## config.mk

```make
export PLATFORM = sky130hd
export DESIGN_NAME = sic_queue
export DESIGN_NICKNAME = d
export VERILOG_FILES = /design/src/sic_pkg.sv /design/src/sic_queue.sv
export SDC_FILE = /design/constraint.sdc
export NUM_CORES = 1
export LEC_CHECK = 0
export BUFFER_PORTS_ARGS = -buffer_cell sky130_fd_sc_hd__buf_4
export CELL_PAD_IN_SITES_DETAIL_PLACEMENT = 0
export CELL_PAD_IN_SITES_GLOBAL_PLACEMENT = 2
export CORE_MARGIN = 5
export CORE_UTILIZATION = 44
export DETAILED_ROUTE_END_ITERATION = 16
export GPL_TIMING_DRIVEN = 0
export PLACE_DENSITY = 0.83
export RECOVER_POWER = 100
export SYNTH_ARGS = -nofsm -noshare
export SYNTH_HDL_FRONTEND = slang
export SYNTH_SLANG_ARGS = --single-unit
```

## constraint.sdc

```tcl
create_clock -name clk -period 4.72 [get_ports clk]
set_input_delay 0.472 -clock clk [delete_from_list [all_inputs] [get_ports clk]]
set_output_delay 0.472 -clock clk [all_outputs]
set_load 0.03 [all_outputs]
```

## src/sic_pkg.sv

```systemverilog
// sic_pkg: shared constants and sizing helpers for the segment intersection core.
// No dependencies.
package sic_pkg;

  localparam int COORD_BITS_DEF = 16;
  localparam int FRAC_BITS_DEF  = 16;
  localparam int OUT_BITS       = 32;
  localparam int QUEUE_DEPTH    = 4;

  // Width of one classified item between front and back:
  // found, neg_x, neg_y, base_x, base_y, n, d, ax, ay.
  function automatic int item_bits(input int coord_bits);
    return 3 + 4 * coord_bits + 2 * (2 * coord_bits + 2);
  endfunction

endpackage

```

## src/sic_queue.sv

```systemverilog
// sic_queue: small register FIFO decoupling front and back.
// Depends on sic_pkg.
module sic_queue #(
  parameter int WIDTH = 8,
  parameter int DEPTH = sic_pkg::QUEUE_DEPTH
) (
  input  logic             clk,
  input  logic             rst_n,
  input  logic             in_vld,
  output logic             in_rdy,
  input  logic [WIDTH-1:0] in_data,
  output logic             out_vld,
  input  logic             out_rdy,
  output logic [WIDTH-1:0] out_data
);
  import sic_pkg::*;

  localparam int PW = (DEPTH > 1) ? $clog2(DEPTH) : 1;
  localparam int CW = $clog2(DEPTH + 1);

  logic [WIDTH-1:0] mem [DEPTH];
  logic [PW-1:0]    wp_r, rp_r;
  logic [CW-1:0]    cnt_r;
  logic             push, pop;

  assign in_rdy   = (cnt_r != CW'(DEPTH));
  assign out_vld  = (cnt_r != '0);
  assign push     = in_vld && in_rdy;
  assign pop      = out_vld && out_rdy;
  assign out_data = mem[rp_r];

  always_ff @(posedge clk) begin
    if (push) mem[wp_r] <= in_data;
  end

  always_ff @(posedge clk) begin
    if (!rst_n) begin
      wp_r  <= '0;
      rp_r  <= '0;
      cnt_r <= '0;
    end else begin
      if (push) wp_r <= (wp_r == PW'(DEPTH - 1)) ? '0 : wp_r + 1'b1;
      if (pop)  rp_r <= (rp_r == PW'(DEPTH - 1)) ? '0 : rp_r + 1'b1;
      case ({push, pop})
        2'b10:   cnt_r <= cnt_r + 1'b1;
        2'b01:   cnt_r <= cnt_r - 1'b1;
        default: cnt_r <= cnt_r;
      endcase
    end
  end

endmodule

```

==> summary.md <==
| Metric | Value |
|---|---|
| R2R Setup Slk | 2130 ps |
| Status | finished, final reports clean |
| Routability cong. | 0.677 |
| Commonest non-fill, non-tap cell in the layout | edfxtp_1 |
| Slew Limit Fails | 0 |
| Site Rows | 22 |
| Starting Density | 0.452 |
| DR DRC count | 0 |
| Slew headroom | 0.526 |
| Adder-Cell Fraction of Synth Area | 0.0575 |
| Hold path cells | 1 |
| Post-CTS setup repair buffer count | 0 |
| HP Start | in_data[6] |
| Max-Cap Viols | 0 |
| Max Freq | 386 MHz |
| Cell mode on critical path | inv_1 |
| Via count | 846 |
| Avg Inst Size Synth | 16.9 µm² |
| Area growth syn-to-layout | 13.4% |
| Die area | 5090 µm² |
| Final min period | 2590 ps |
| GR Overflow Total | 0 |
| Worst-path cell chain | or3b_1 > clkbuf_1 > and2_0 > inv_1 > ha_1 > inv_1 > fa_1 > xor2_1 > or3_2 > a21boi_0 |
| Setup CP Type | reg2reg |
| Cell family with most CP delay | simple AND/OR/NAND/NOR gates |
| GR Util All Layers | 0.114 |
| Diode count | 0 |
| PwrDens | 527 nW/µm² |
| Post-synthesis cell area | 1650 µm² |
| Worst setup EP type | register |
| Final wirelength | 2.55 mm |
| Chip width | 71.3 µm |
| Reg2reg end | cnt_r[2] |
| Final count of hold timing violations | 0 |
| Post-Syn Nets | 117 |
| Critical-path top delay cell | or3_2 |
| Critical path buffers and inverters | 3 |
| Post-synthesis simple-gate area fraction | 0.0726 |
| Avg WL per Cell | 14.6 µm |
| Most frequent cells in the layout | 32 x edfxtp_1, 21 x clkbuf_1, 9 x dfxtp_1, 8 x mux4_2, 7 x inv_1 |
| Post-route setup slack | 2130 ps |
| CP arrival | 2810 ps |
| Hold EP | mem[3][6] |
| Setup TNS | 0 ps |
| R2R cell count | 10 |
| Final setup vio count | 0 |
| Detailed Routing Iterations Pass 1 | 4 |
| Die height | 71.3 µm |
| Hold_buf cts | 0 |
| First-pass GRT wire length | 4.21 mm |
| Part of the cycle the worst path needs | 0.549 |
| Slew at the pin closest to its max-slew limit | 711 ps |
| Number of buffers created by CTS | 5 |
| Post-synth cell types | 27 |
| Io pins | 22 |
| Clk root buf | clkbuf_8 |
| Post-synthesis mux area share | 0.115 |
| Critical Path RT | 4940 ps |
| Post-synthesis sequential area ratio | 0.690 |
| Worst-path clk slew | 70 ps |
| Core area | 3660 µm² |
| Setup Skew | 5.30 ps |
| Unrepaired setup endpoints after global routing | false |
| Vias in the first global route | 884 |
| Place WS | 2260 ps |
| Hpwl dp | 1.84 mm |
| Post-Synthesis Cells | 98 |
| Worst-path maximum fanout | 7 |
| Largest family of logic cells by synthesized area | multiplexers |
| Synth Area in XOR/XNOR | 0.0106 |
| Synthesized flop and latch total | 41 |
| Longest Clk Path Bufs | 2 |
| Layout cells sized above 1 | 0.165 |
| Peak supply drop | 0.209 mV |
| Vias per cell | 4.83 |
| Compound-gate portion of the synthesized area | 0.0242 |
| Synth warnings | 0 |
| Clk_lat worst skew | 290 ps |
| Final-stage net count | 145 |
| Post_cts resized | 0 |
| Max H-tree Level | 2 |
| R2r startpoint | cnt_r[2] |
| CTS tree | built |
| Worst setup SP type | register |
| Largest stage delay, worst path | 400 ps |
| TritonCTS Sinks | 41 |
| Antenna-violating nets left | 0 |
| Hold Path Class | in2reg |
| Largest net degree at the start of global routing | 13 |
| Static Leak | 0.647 nW |
| Initial antenna violation count | 0 |
| Buffers added on ports | 21 |
| Initial DRC count | 50 |
[power breakdown]
part	total (mW)	internal, mW	switching, mW	leakage (nW)
Clock	0.211	0.102	0.109	0.0450
Combinational	0.310	0.117	0.194	0.235
Sequential	0.466	0.441	0.0248	0.367
[Yosys cell counts]
cell type	instances	area, µm²
and3_2	3	22.5
and2_4	1	8.76
nand4_1	1	6.26
mux4_2	8	180
nor2_1	2	7.51
and2_1	2	12.5
or3_2	2	15.0
xor2_1	1	8.76
buf_6	1	11.3
o31ai_1	1	7.51
dfxtp_1	9	180
fa_1	1	20.0
nand2_1	6	22.5
and3_1	1	6.26
buf_2	1	5.00
ha_1	6	75.1
o21ai_1	1	5.00
inv_1	7	26.3
nand3_1	2	10.0
edfxtp_1	32	961
mux2i_1	1	10.0
buf_1	1	3.75
xnor2_1	1	8.76
a21boi_1	1	7.51
clkbuf_1	1	3.75
o21ai_0	4	20.0
or3b_1	1	8.76
[cell type report]
class	count	area, µm²
timing repair buffer	21	93.8
inverter	7	26.3
fill	317	1790
multi-input combinational	46	457
sequential	41	1140
tap	48	60.1
clock buffer	6	72.6
buffer	4	15.0
clock inverter	2	10.0
[logic make-up (layout without fill, tap and decap cells)]
| kind of cell | Yosys count | count (layout) |
|---|---|---|
| AOI/OAI and AO/OA | 7 | 7 |
| xor gates and xnor gates | 2 | 2 |
| adders and majority gates | 7 | 7 |
| buffers and inverters | 11 | 40 |
| DFF | 41 | 41 |
| muxes | 9 | 9 |
| and+or+nand+nor | 21 | 21 |
[worst max-delay path by stage]
stage	depth (start not counted)	from	to
global placement	10	cnt_r[2]	cnt_r[2]
detailed placement	10	cnt_r[2]	cnt_r[2]
floorplan	10	cnt_r[2]	cnt_r[2]
global route	10	cnt_r[2]	cnt_r[2]
CTS	10	cnt_r[2]	cnt_r[2]
finish	10	cnt_r[2]	cnt_r[2]
[state kept, by name, summed over array words and instances (netlist names), named ones only]
signal / count
mem: 32
cnt_r: 3
rp_r: 2
wp_r: 2
[per-layer routing]
metal  GRT usage  part of all wire
met5           0                 0
met1       0.131              0.41
met3      0.0547             0.069
met2       0.182              0.50
met4      0.0501             0.019
[per-stage QoR]
step	power, mW	util	std cells	hold slack [ps]	area, µm²
finish	0.988	0.512	175	439	1880
global route	1.05	0.512	175	452	1880
CTS	1.04	0.534	175	374	1950
detailed placement	0.832	0.511	167	500	1870
global placement	0.823	0.511	167	491	1870
floorplan	0.722	-	98	468	1650
No activity file was read; power rests on OpenSTA's default activity.
